<file path="src/design/ulcr_pkg.sv">
// ============================================================================
// ulcr_pkg
// Shared types and constants of the uart led command responder.
// ============================================================================
package ulcr_pkg;

    // default ring size in bytes, a power of two from 8 to 64
    localparam int QUEUE_DEPTH_DEFAULT = 64;

    // event codes carried in the opcode field
    localparam logic [1:0] OP_RX_BYTE   = 2'd0;
    localparam logic [1:0] OP_TX_DONE   = 2'd1;
    localparam logic [1:0] OP_READ_BYTE = 2'd2;

    // characters of the command protocol
    localparam logic [7:0] CHAR_R  = 8'h52;
    localparam logic [7:0] CHAR_G  = 8'h47;
    localparam logic [7:0] CHAR_1  = 8'h31;
    localparam logic [7:0] CHAR_0  = 8'h30;
    localparam logic [7:0] CHAR_CR = 8'h0D;
    localparam logic [7:0] CHAR_LF = 8'h0A;

    // bytes in one response: letter, digit, cr, lf
    localparam int RESP_LEN = 4;

    // armed command
    typedef enum logic [1:0] {
        CMD_NONE  = 2'd0,
        CMD_RED   = 2'd1,
        CMD_GREEN = 2'd2
    } cmd_t;

endpackage

</file>
<file path="src/design/ulcr_queue_ram.sv">
// ============================================================================
// ulcr_queue_ram
// Transmit ring storage: one write port, one read port with registered data.
// ============================================================================
module ulcr_queue_ram #(
    parameter int DEPTH = ulcr_pkg::QUEUE_DEPTH_DEFAULT,
    parameter int AW    = $clog2(DEPTH)
) (
    input  logic          aclk,
    input  logic          wr_en,
    input  logic [AW-1:0] wr_addr,
    input  logic [7:0]    wr_data,
    input  logic          rd_en,
    input  logic [AW-1:0] rd_addr,
    output logic [7:0]    rd_data
);

    logic [7:0] mem [DEPTH];
    logic [7:0] rd_data_reg;

    // write port
    always_ff @(posedge aclk) begin
        if (wr_en) begin
            mem[wr_addr] <= wr_data;
        end
    end

    // read port, data held until the next read
    always_ff @(posedge aclk) begin
        if (rd_en) begin
            rd_data_reg <= mem[rd_addr];
        end
    end

    assign rd_data = rd_data_reg;

endmodule

</file>
<file path="src/design/uart_led_command_responder_top.sv">
// ============================================================================
// uart_led_command_responder_top
// Command parser for R/G led commands with a transmit ring and chunk requests.
// ============================================================================
// One event is taken per transfer on the s_ side and answered by exactly one
// result on the m_ side, held in an output register; a new event is taken only
// while that register is empty or in the cycle its waiting result is taken.
// An event that queues a response holds off new events until all four of its
// bytes are in the ring, since the ring memory's single write port stores one
// response byte per cycle. A queue read returns its byte with the result, from
// the registered memory port.
// The ring contents are undefined after reset and are not cleared; QUEUE_DEPTH
// must be a power of two.
module uart_led_command_responder_top #(
    parameter int QUEUE_DEPTH = ulcr_pkg::QUEUE_DEPTH_DEFAULT
) (
    input  logic        aclk,
    input  logic        aresetn,
    // input events
    input  logic        s_tvalid,
    output logic        s_tready,
    input  logic [15:0] s_tdata,  // opcode[1:0], rx_byte[9:2], read_index[15:10]
    // results
    output logic        m_tvalid,
    input  logic        m_tready,
    output logic [23:0] m_tdata   // red_pin_level[0], green_pin_level[1],
                                  // transfer_start[2], transfer_offset[8:3],
                                  // transfer_length[14:9], response_dropped[15],
                                  // read_data[23:16]
);

    localparam int PW = $clog2(QUEUE_DEPTH);

    // input fields
    logic [1:0] in_opcode;
    logic [7:0] in_rx_byte;
    logic [5:0] in_read_index;

    assign in_opcode     = s_tdata[1:0];
    assign in_rx_byte    = s_tdata[9:2];
    assign in_read_index = s_tdata[15:10];

    // control state
    ulcr_pkg::cmd_t armed_reg, armed_next;
    logic [PW-1:0]  wp_reg, wp_next;
    logic [PW-1:0]  rp_reg, rp_next;
    logic           sending_reg, sending_next;
    logic [PW-1:0]  chunk_reg, chunk_next;
    logic           red_reg, red_next;
    logic           green_reg, green_next;

    // response byte sequencer
    logic [1:0]     seq_cnt_reg, seq_cnt_next;
    logic [PW-1:0]  seq_addr_reg, seq_addr_next;
    logic [7:0]     seq_digit_reg, seq_digit_next;

    // result register
    logic           m_valid_reg, m_valid_next;
    logic           res_start_reg;
    logic [5:0]     res_offset_reg;
    logic [5:0]     res_length_reg;
    logic           res_dropped_reg;
    logic           res_read_reg;

    logic           accept;
    logic           seq_busy;
    logic [PW-1:0]  room_left;
    logic           queue_wr;
    logic [7:0]     letter;
    logic           check_start;
    logic           start;
    logic           dropped;

    logic           wr_en;
    logic [PW-1:0]  wr_addr;
    logic [7:0]     wr_data;
    logic           rd_en;
    logic [PW-1:0]  rd_addr;
    logic [7:0]     rd_data;

    // hold off events while response bytes are still going into the ring
    assign seq_busy = (seq_cnt_reg != 2'd0);
    assign s_tready = !seq_busy && (!m_valid_reg || m_tready);
    assign accept   = s_tvalid && s_tready;

    // free bytes in the ring, one slot kept unused
    assign room_left = rp_reg - wp_reg - PW'(1);

    // event handling and chunk request
    always_comb begin
        armed_next   = armed_reg;
        wp_next      = wp_reg;
        rp_next      = rp_reg;
        sending_next = sending_reg;
        chunk_next   = chunk_reg;
        red_next     = red_reg;
        green_next   = green_reg;
        queue_wr     = 1'b0;
        letter       = ulcr_pkg::CHAR_R;
        check_start  = 1'b0;
        start        = 1'b0;
        dropped      = 1'b0;
        if (accept) begin
            case (in_opcode)
                ulcr_pkg::OP_RX_BYTE: begin
                    if (in_rx_byte == ulcr_pkg::CHAR_R) begin
                        armed_next = ulcr_pkg::CMD_RED;
                    end else if (in_rx_byte == ulcr_pkg::CHAR_G) begin
                        armed_next = ulcr_pkg::CMD_GREEN;
                    end else if ((in_rx_byte == ulcr_pkg::CHAR_1 ||
                                  in_rx_byte == ulcr_pkg::CHAR_0) &&
                                 (armed_reg == ulcr_pkg::CMD_RED ||
                                  armed_reg == ulcr_pkg::CMD_GREEN)) begin
                        if (armed_reg == ulcr_pkg::CMD_RED) begin
                            red_next = (in_rx_byte != ulcr_pkg::CHAR_1);
                            letter   = ulcr_pkg::CHAR_R;
                        end else begin
                            green_next = (in_rx_byte != ulcr_pkg::CHAR_1);
                            letter     = ulcr_pkg::CHAR_G;
                        end
                        armed_next = ulcr_pkg::CMD_NONE;
                        if ({1'b0, room_left} < (PW+1)'(ulcr_pkg::RESP_LEN)) begin
                            dropped = 1'b1;
                        end else begin
                            queue_wr    = 1'b1;
                            wp_next     = wp_reg + PW'(ulcr_pkg::RESP_LEN);
                            check_start = 1'b1;
                        end
                    end else if (in_rx_byte != ulcr_pkg::CHAR_CR &&
                                 in_rx_byte != ulcr_pkg::CHAR_LF) begin
                        armed_next = ulcr_pkg::CMD_NONE;
                    end
                end
                ulcr_pkg::OP_TX_DONE: begin
                    if (sending_reg) begin
                        rp_next      = rp_reg + chunk_reg;
                        sending_next = 1'b0;
                        check_start  = 1'b1;
                    end
                end
                default: begin
                end
            endcase
        end
        // request a chunk that stops at write pointer or at the ring end
        if (check_start && !sending_next && (rp_next != wp_next)) begin
            start        = 1'b1;
            sending_next = 1'b1;
            if (wp_next > rp_next) begin
                chunk_next = wp_next - rp_next;
            end else begin
                chunk_next = PW'(0) - rp_next;
            end
        end
    end

    // sequencer for the digit, cr and lf bytes after the letter
    always_comb begin
        seq_cnt_next   = seq_cnt_reg;
        seq_addr_next  = seq_addr_reg;
        seq_digit_next = seq_digit_reg;
        wr_en          = 1'b0;
        wr_addr        = seq_addr_reg;
        wr_data        = ulcr_pkg::CHAR_LF;
        if (queue_wr) begin
            wr_en          = 1'b1;
            wr_addr        = wp_reg;
            wr_data        = letter;
            seq_cnt_next   = 2'd3;
            seq_addr_next  = wp_reg + PW'(1);
            seq_digit_next = in_rx_byte;
        end else if (seq_busy) begin
            wr_en         = 1'b1;
            seq_cnt_next  = seq_cnt_reg - 2'd1;
            seq_addr_next = seq_addr_reg + PW'(1);
            case (seq_cnt_reg)
                2'd3:    wr_data = seq_digit_reg;
                2'd2:    wr_data = ulcr_pkg::CHAR_CR;
                default: wr_data = ulcr_pkg::CHAR_LF;
            endcase
        end
    end

    // queue read for dma
    assign rd_en   = accept && (in_opcode == ulcr_pkg::OP_READ_BYTE);
    assign rd_addr = PW'(in_read_index);

    // output slot handshake
    always_comb begin
        m_valid_next = m_valid_reg;
        if (accept) begin
            m_valid_next = 1'b1;
        end else if (m_tready) begin
            m_valid_next = 1'b0;
        end
    end

    // control registers
    always_ff @(posedge aclk) begin
        if (!aresetn) begin
            armed_reg   <= ulcr_pkg::CMD_NONE;
            wp_reg      <= '0;
            rp_reg      <= '0;
            sending_reg <= 1'b0;
            chunk_reg   <= '0;
            red_reg     <= 1'b1;
            green_reg   <= 1'b1;
            seq_cnt_reg <= 2'd0;
            m_valid_reg <= 1'b0;
        end else begin
            armed_reg   <= armed_next;
            wp_reg      <= wp_next;
            rp_reg      <= rp_next;
            sending_reg <= sending_next;
            chunk_reg   <= chunk_next;
            red_reg     <= red_next;
            green_reg   <= green_next;
            seq_cnt_reg <= seq_cnt_next;
            m_valid_reg <= m_valid_next;
        end
    end

    // payload registers
    always_ff @(posedge aclk) begin
        seq_addr_reg  <= seq_addr_next;
        seq_digit_reg <= seq_digit_next;
        if (accept) begin
            res_start_reg   <= start;
            res_offset_reg  <= start ? 6'(rp_next) : 6'd0;
            res_length_reg  <= start ? 6'(chunk_next) : 6'd0;
            res_dropped_reg <= dropped;
            res_read_reg    <= rd_en;
        end
    end

    ulcr_queue_ram #(
        .DEPTH (QUEUE_DEPTH),
        .AW    (PW)
    ) u_queue_ram (
        .aclk    (aclk),
        .wr_en   (wr_en),
        .wr_addr (wr_addr),
        .wr_data (wr_data),
        .rd_en   (rd_en),
        .rd_addr (rd_addr),
        .rd_data (rd_data)
    );

    // result packing, pin levels always show the current state
    assign m_tvalid = m_valid_reg;
    assign m_tdata  = {res_read_reg ? rd_data : 8'd0,
                       res_dropped_reg,
                       res_length_reg,
                       res_offset_reg,
                       res_start_reg,
                       green_reg,
                       red_reg};

endmodule

</file>
<file path="config.mk">
export PLATFORM = sky130hd
export DESIGN_NAME = uart_led_command_responder_top
export DESIGN_NICKNAME = d
export VERILOG_FILES = /design/src/design/ulcr_pkg.sv /design/src/design/ulcr_queue_ram.sv /design/src/design/uart_led_command_responder_top.sv
export SDC_FILE = /design/constraint.sdc
export NUM_CORES = 1
export LEC_CHECK = 0
export ABC_AREA = 0
export CAP_MARGIN = 10
export CORE_AREA = 3 3 168 292
export CTS_BUF_LIST = sky130_fd_sc_hd__clkbuf_16
export CTS_CLUSTER_SIZE = 40
export DETAILED_ROUTE_END_ITERATION = 16
export DIE_AREA = 0 0 171 295
export DONT_BUFFER_PORTS = 1
export PLACE_DENSITY = 0.75
export SYNTH_ARGS = -nofsm -noshare
export SYNTH_HDL_FRONTEND = slang
export SYNTH_SLANG_ARGS = --single-unit
export TNS_END_PERCENT = 5
</file>
<file path="constraint.sdc">
create_clock -name aclk -period 4.1 [get_ports aclk]
set_input_delay 0.205 -clock aclk [delete_from_list [all_inputs] [get_ports aclk]]
set_output_delay 0.205 -clock aclk [all_outputs]
set_load 0.02 [all_outputs]
</file>
# [Yosys cells after proc, flatten, opt, wreduce, memory -nomap -nowiden]
# Memory sizes are Yosys's and may differ from the RTL's. A register that Yosys moved wholly into a read port is not among the register bits.
# Cells that the tools add are included.
# Widths: inputs -> output; s select.
[word_totals] word_cells=119 out_inout_bits=26 register_bits=55 mem_count=1 input_bits=20 mem_bits_rw=512
[memory_table] memory="u_queue_ram.mem" depth=64 width=8 read_ports=1 rd_clocked_by_memory_dff=1 wr=1 line_no="ulcr_queue_ram.sv:18" text="logic [7:0] mem [DEPTH];"
[op_classes] n_reduce_logical=22 mux=50 bitwise=5 order_cmp=2 eq_ne=14 n_addsub=9
[ops] op="$mux 6" count=14
[ops] op="$mux 5" count=6
[ops] op="$mux 8" count=3
[ops] op="$mux 1" count=19
[ops] op="$eq 8x6->1 const B" count=2
[ops] op="$eq 8x7->1 const B" count=2
[ops] op="$ne 8x4->1 const B" count=2
[ops] op="$pmux 8 s2" count=1
[ops] op="$add 6x1->6 const B" count=2
[ops] op="$mux 2" count=6
[ops] op="$reduce_and 6->1" count=2
[ops] op="$sub 6x6->6" count=2
[ops] op="$eq 2x2->1 const B" count=4
[ops] op="$ne 8x6->1 const B" count=1
[ops] op="$logic_and 1x1->1" count=7
[ops] op="$add 6x3->6 const B" count=1
[ops] op="$add 6x6->6" count=1
[ops] op="$gt 6x6->1" count=1
[ops] op="$lt 6x3->1 const B" count=1
[ops] op="$ne 6x6->1" count=1
[ops] op="$reduce_bool 2->1" count=3
[ops] op="$sub 1x6->6 const A" count=1
[ops] op="$sub 6x1->6 const B" count=1
[ops] op="$not 1->1" count=5
[ops] op="9 further kinds" count=14

# [Depth between registers and ports, before layout]
[depth] depth_word=12 ltp_mapped=16 ltp_nobuf=15

# [Cells and area by module]
# A second synthesis with hierarchy kept.
[unflattened] cells_unflattened=1267 hier_area_um2=23442.5
[by_module_without_submodules] mod="ulcr_queue_ram" seq_area_each_um2=15615.0 cells_each=940 n_inst=1 area_each_um2=20246.9
[by_module_without_submodules] mod="uart_led_command_responder_top" seq_area_each_um2=1351.3 cells_each=327 n_inst=1 area_each_um2=3195.6

# [Worst setup path before layout]
# No wires, ideal clock.
[synth_path] kind="register to register" startpoint="reg wp_reg[3]" endpoint="mem u_queue_ram.mem[0][3] (data pin)" synth_period_minus_slack_ns=4.512 slack_ns=-0.412 setup_ns=0.548 stages_incl_launch_ff=11 t_arrival_ns=3.964 required_ns=3.552 path_buffers=2 cell_sequence="dfxtp_1 -> inv_1 -> ha_1 -> or2_2 -> a2111oi_0 -> o22ai_1 -> nand2_2 -> inv_1 -> buf_2 -> buf_4 -> a21oi_1"
[synth_between] elab_chain_len=10
[synth_lines] element="from (decl)" line_no="uart_led_command_responder_top.sv:45" text="logic [PW-1:0] wp_reg, wp_next;"
[synth_lines] element="from (signal assigned)" line_no="uart_led_command_responder_top.sv:212" text="wp_reg <= wp_next;"
[synth_lines] element="$sub 6x6->6" line_no="uart_led_command_responder_top.sv:87" text="assign room_left = rp_reg - wp_reg - PW'(1);"
[synth_lines] element="$sub 6x1->6" line_no="uart_led_command_responder_top.sv:87"
[synth_lines] element="$lt 6x3->1" line_no="uart_led_command_responder_top.sv:122" text="if ({1'b0, room_left} < (PW+1)'(ulcr_pkg::RESP_LEN)) begin"
[synth_lines] element="$mux 1" line_no="uart_led_command_responder_top.sv:122"
[synth_lines] element="$mux 1" line_no="uart_led_command_responder_top.sv:110" text="end else if ((in_rx_byte == ulcr_pkg::CHAR_1 ||"
[synth_lines] element="$mux 1" line_no="uart_led_command_responder_top.sv:108" text="end else if (in_rx_byte == ulcr_pkg::CHAR_G) begin"
[synth_lines] element="$mux 1" line_no="uart_led_command_responder_top.sv:106" text="if (in_rx_byte == ulcr_pkg::CHAR_R) begin"
[synth_lines] element="$mux 1" line_no="uart_led_command_responder_top.sv:104" text="case (in_opcode)"
[synth_lines] element="$mux 1" line_no="uart_led_command_responder_top.sv:103" text="if (accept) begin"
[synth_lines] element="named net queue_wr" line_no="uart_led_command_responder_top.sv:68" text="logic queue_wr;"
[synth_lines] element="$mux 8" line_no="uart_led_command_responder_top.sv:165" text="if (queue_wr) begin"
[synth_lines] element="named net u_queue_ram.wr_data[3]" line_no="ulcr_queue_ram.sv:12" text="input logic [7:0] wr_data,"
[synth_lines] element="to (decl)" line_no="ulcr_queue_ram.sv:18"
# The timed path passes the listed nets, and every way through them passes these cells.

# [Worst setup path after layout]
[layout_path] startpoint="reg wp_reg[3]" endpoint="reg res_length_reg[5] (data pin)"
[layout_between] elab_chain_len=12 elab_cells_between_ends=24 classes_between="4 x add/sub; 2 x order compare; 1 x eq/ne; 15 x mux; 2 x reduce/logical"
[layout_lines] element="$sub 6x6->6 (*)" line_no="uart_led_command_responder_top.sv:87"
[layout_lines] element="$sub 6x1->6 (*)" line_no="uart_led_command_responder_top.sv:87"
[layout_lines] element="$lt 6x3->1 (*)" line_no="uart_led_command_responder_top.sv:122"
[layout_lines] element="$mux 6 (*)" line_no="uart_led_command_responder_top.sv:122"
[layout_lines] element="$mux 6 (*)" line_no="uart_led_command_responder_top.sv:110"
[layout_lines] element="$mux 6 (*)" line_no="uart_led_command_responder_top.sv:108"
[layout_lines] element="$mux 6 (*)" line_no="uart_led_command_responder_top.sv:106"
[layout_lines] element="$mux 6 (*)" line_no="uart_led_command_responder_top.sv:104"
[layout_lines] element="$mux 6 (*)" line_no="uart_led_command_responder_top.sv:103"
[layout_lines] element="named net wp_next[2]" line_no="uart_led_command_responder_top.sv:45"
[layout_lines] element="$sub 6x6->6 (tied with other cells)" line_no="uart_led_command_responder_top.sv:150" text="chunk_next = wp_next - rp_next;"
[layout_lines] element="$mux 6 / $logic_and 1x1->1 (equally long branches)" line_no="uart_led_command_responder_top.sv:149, uart_led_command_responder_top.sv:146"
[layout_lines] element="$mux 6 / $mux 1 (equally long branches)" line_no="uart_led_command_responder_top.sv:146" text="if (check_start && !sending_next && (rp_next != wp_next)) begin"
[layout_lines] element="to (signal assigned)" line_no="uart_led_command_responder_top.sv:230" text="res_length_reg <= start ? 6'(chunk_next) : 6'd0;"
[layout_lines] element="to (decl)" line_no="uart_led_command_responder_top.sv:61" text="logic [5:0] res_length_reg;"
# The timed path passes the listed nets; every way through them passes the cells marked *.
# A chain may end at the register's enable or synchronous reset.

==> impl_metrics.env <==
export IMPL_cts_tree="done"
export IMPL_yosysTopAreaCell="edfxtp_1"
export IMPL_yosys_warnings=0
export IMPL_finalMaxSlewViolations=0
export IMPL_fin_crit_ns=3.78
export IMPL_met3_usage_pct=3.24
export IMPL_clock_sinks=573
export IMPL_fmax_ghz=0.264
export IMPL_yosysUniqueCellTypes=69
export IMPL_yosysSeqAreaShare_pct=72.6
export IMPL_finalCritPeriodShare_pct=92.3
export IMPL_ys_ff_latch=573
export IMPL_port_buffers=0
export IMPL_fin_setup_tns_ns=0
export IMPL_synthFlopType="edfxtp_1"
export IMPL_cp_slowest_cell="or3b_2"
export IMPL_root_buffer="clkbuf_16"
export IMPL_fin_worst_skew_ns=0.0280
export IMPL_routed_wl_mm=51.5
export IMPL_setup_worst_path_start_class="flip-flop"
export IMPL_min_path_type="input port to flip-flop"
export IMPL_synth_common_cells="549 x edfxtp_1, 168 x mux4_2, 62 x nor2_1"
export IMPL_postSynthNetCount=1203
export IMPL_layout_cells_non_filler=1875
export IMPL_synthesis_area_mm2=0.0234
export IMPL_outcome="finished, final reports clean"
export IMPL_grt_util_met2_pct=39.1
export IMPL_worst_path_buf_inv=2
export IMPL_antenna_found_initial=1
export IMPL_cts_buffers_inserted=47
export IMPL_wire_per_inst_um=27.5
export IMPL_synth_top_cell_area_share_pct=70.6
export IMPL_post_synth_top_count_cell="edfxtp_1"
export IMPL_synthTopCellsByArea="edfxtp_1 71%, mux4_2 16%, dfxtp_1 2.1%"
export IMPL_slowest_delay_ns=0.45
export IMPL_worstPathMaxFanout=5
export IMPL_rsz0062_at_grt="false"
export IMPL_drtIter0Drc=942
export IMPL_dp_cells=1764
export IMPL_die_y_um=295
export IMPL_tightest_slew_ns=1.23
export IMPL_slew_headroom_pct=17.5
export IMPL_drc=0
export IMPL_clk_path_buf_depth=3
export IMPL_synth_edf_count=549
export IMPL_fp_dieW_um=171
export IMPL_path_cells="inv_1 -> ha_1 -> or2_2 -> a2111oi_1 -> o22ai_1 -> nand2_2 -> inv_1 -> xnor2_1 -> ha_1 -> or3b_2 -> nor4_1 -> a311o_1 -> a211o_1 -> nand2_1 -> nor3_1"
export IMPL_final_nets=1287
export IMPL_clk_pin_slew_worst_paths_ns=0.07
export IMPL_powerDensity_mw_per_mm2=523
export IMPL_initial_core_util_pct=49.7
export IMPL_grt_start_max_net_pins=129
export IMPL_globalplace_congestion=0.900
export IMPL_dieArea_mm2=0.0504
export IMPL_ant_nets=0
export IMPL_largest_reg_flops=512
export IMPL_grt_use_total_pct=20.9
export IMPL_ios=46
export IMPL_drv_cap=0
export IMPL_grt_ovfl_total=0
export IMPL_post_cts_buffers=0
export IMPL_final_hold_viol_count=0
export IMPL_core_area_mm2=0.0470
export IMPL_crit_type="flip-flop to flip-flop"
export IMPL_ff2ff_setup_slack_ns=0.32
export IMPL_cp_data_required_time_ns=4.49
export IMPL_crit_arrival_ns=4.17
export IMPL_insertion_delay_ns=0.58
export IMPL_cts_max_level=2
export IMPL_p_leak_nw=8.59
export IMPL_synthCells=1163
export IMPL_num_rows=105
export IMPL_via_per_inst=6.19
export IMPL_irDropWorstVdd_mv=0.465
export IMPL_use_met1_pct=24.4
export IMPL_cp_end_kind="flip-flop"
export IMPL_avgSynthCellArea_um2=20.1
export IMPL_area_growth_pct=13.0
export IMPL_cpLargestDelayFamily="simple AND/OR/NAND/NOR gates"
export IMPL_drive_gt1_share_pct=28.0
export IMPL_hpwl_mm=32.4
export IMPL_busiest_layer="met2"
export IMPL_num_vias=11600
export IMPL_async_reset_ff_share_pct=0
export IMPL_grt_pass1_wl_mm=77.9
export IMPL_grt_pass1_vias=12100
export IMPL_drtPass1Iterations=5
export IMPL_finalSetupViolCount=0
[cell usage in the layout, fill, tap and decap left out, types with 5 or more instances in the layout]
| cell | netlist | routed |
|---|---|---|
| edfxtp_1 | 549 | 549 |
| mux4_2 | 168 | 168 |
| buf_4 | 6 | 77 |
| nor2_1 | 62 | 61 |
| nor3_1 | 50 | 50 |
| clkbuf_16 | 0 | 48 |
| nand2_1 | 26 | 25 |
| dfxtp_1 | 24 | 24 |
| inv_1 | 17 | 22 |
| a21oi_1 | 23 | 22 |
| ha_1 | 19 | 19 |
| dlygate4sd3_1 | 0 | 18 |
| and2_1 | 15 | 13 |
| bufinv_16 | 0 | 13 |
| nand3_1 | 12 | 12 |
| mux2i_1 | 13 | 12 |
| clkinv_2 | 0 | 10 |
| xnor2_1 | 9 | 9 |
| nand4_1 | 8 | 8 |
| nand2b_1 | 7 | 7 |
| nor4_1 | 7 | 7 |
| o21ai_0 | 9 | 7 |
| clkinv_1 | 0 | 7 |
| xor2_1 | 5 | 5 |
[cells by family (layout without fill, tap and decap cells)]
group	Yosys count	count (layout)	share of synthesized area, %
other	0	2	0
buffers and inverters	82	204	1.63
AOI/OAI and AO/OA	77	77	2.44
adders and majority gates	20	20	1.10
DFF	573	573	72.6
and+or+nand+nor	212	212	4.65
muxes	184	184	16.9
xor gates and xnor gates	15	15	0.621
[through the flow]
step / hold slack, ns / utilization, % / area, µm² / total power, mW / worst slack (ns)
global placement: 0.270 / 51.9 / 24400 / 8.83 / 0.415
floorplan: 0.304 / - / 23400 / 8.32 / 0.0820
CTS: 0.00319 / 56.0 / 26300 / 13.9 / 0.119
detailed placement: 0.275 / 51.9 / 24400 / 8.89 / 0.115
finish: 0.0330 / 56.1 / 26400 / 13.8 / 0.316
global route: 0.0413 / 56.1 / 26400 / 14.2 / 0.00792
[where the power goes]
part	leakage, nW	switching (mW)	internal (mW)	total (mW)
clock	0.864	2.02	2.96	4.98
combinational	2.45	1.13	0.513	1.65
sequential	5.28	0.180	7.00	7.18
[worst register-to-register path: cells and delay by family (launching register included)]
| family | cells | cell delay, ns |
|---|---|---|
| adder cells (fa/ha/maj) | 2 | 0.69 |
| AO/OA/AOI/OAI | 4 | 0.90 |
| XOR/XNOR | 1 | 0.14 |
| flip-flops | 1 | 0.33 |
| buffers and inverters | 2 | 0.12 |
| AND/OR/NAND/NOR | 6 | 1.44 |
[layout make-up]
class / instances / area [µm²]
flip-flops and latches: 573 / 17000
repair buffers: 99 / 826
clock inverters: 39 / 526
well taps: 588 / 736
inverters: 18 / 67.6
fillers: 3392 / 20600
multi-input cells: 508 / 6080
clock buffers: 48 / 1200
diodes: 2 / 5.00
[repair_timing]
| action | CTS | global route |
|---|---|---|
| hold buffers | 18 | 0 |
| setup endpoints to repair | 0 | 8 |
| resized for setup | 0 | 6 |
| endpoints found under the hold margin | 31 | 0 |
[layer usage]
| layer | part of all wire [%] | vias to the layer above |
|---|---|---|
| met5 | 0 | - |
| met4 | 3.4 | 0 |
| met3 | 5.3 | 99 |
| met2 | 56 | 416 |
| met1 | 35 | 6101 |
| li1 | - | 4995 |
[worst paths after layout]
check,from,endpoint,depth (start not counted)
max,wp_reg[3],res_length_reg[5],15
min,s_tdata[0],u_queue_ram.rd_data[5],2
max reg2reg,wp_reg[3],res_length_reg[5],15
min reg2reg,armed_reg[0],armed_reg[0],2
Power figures use the tool's default switching activity.
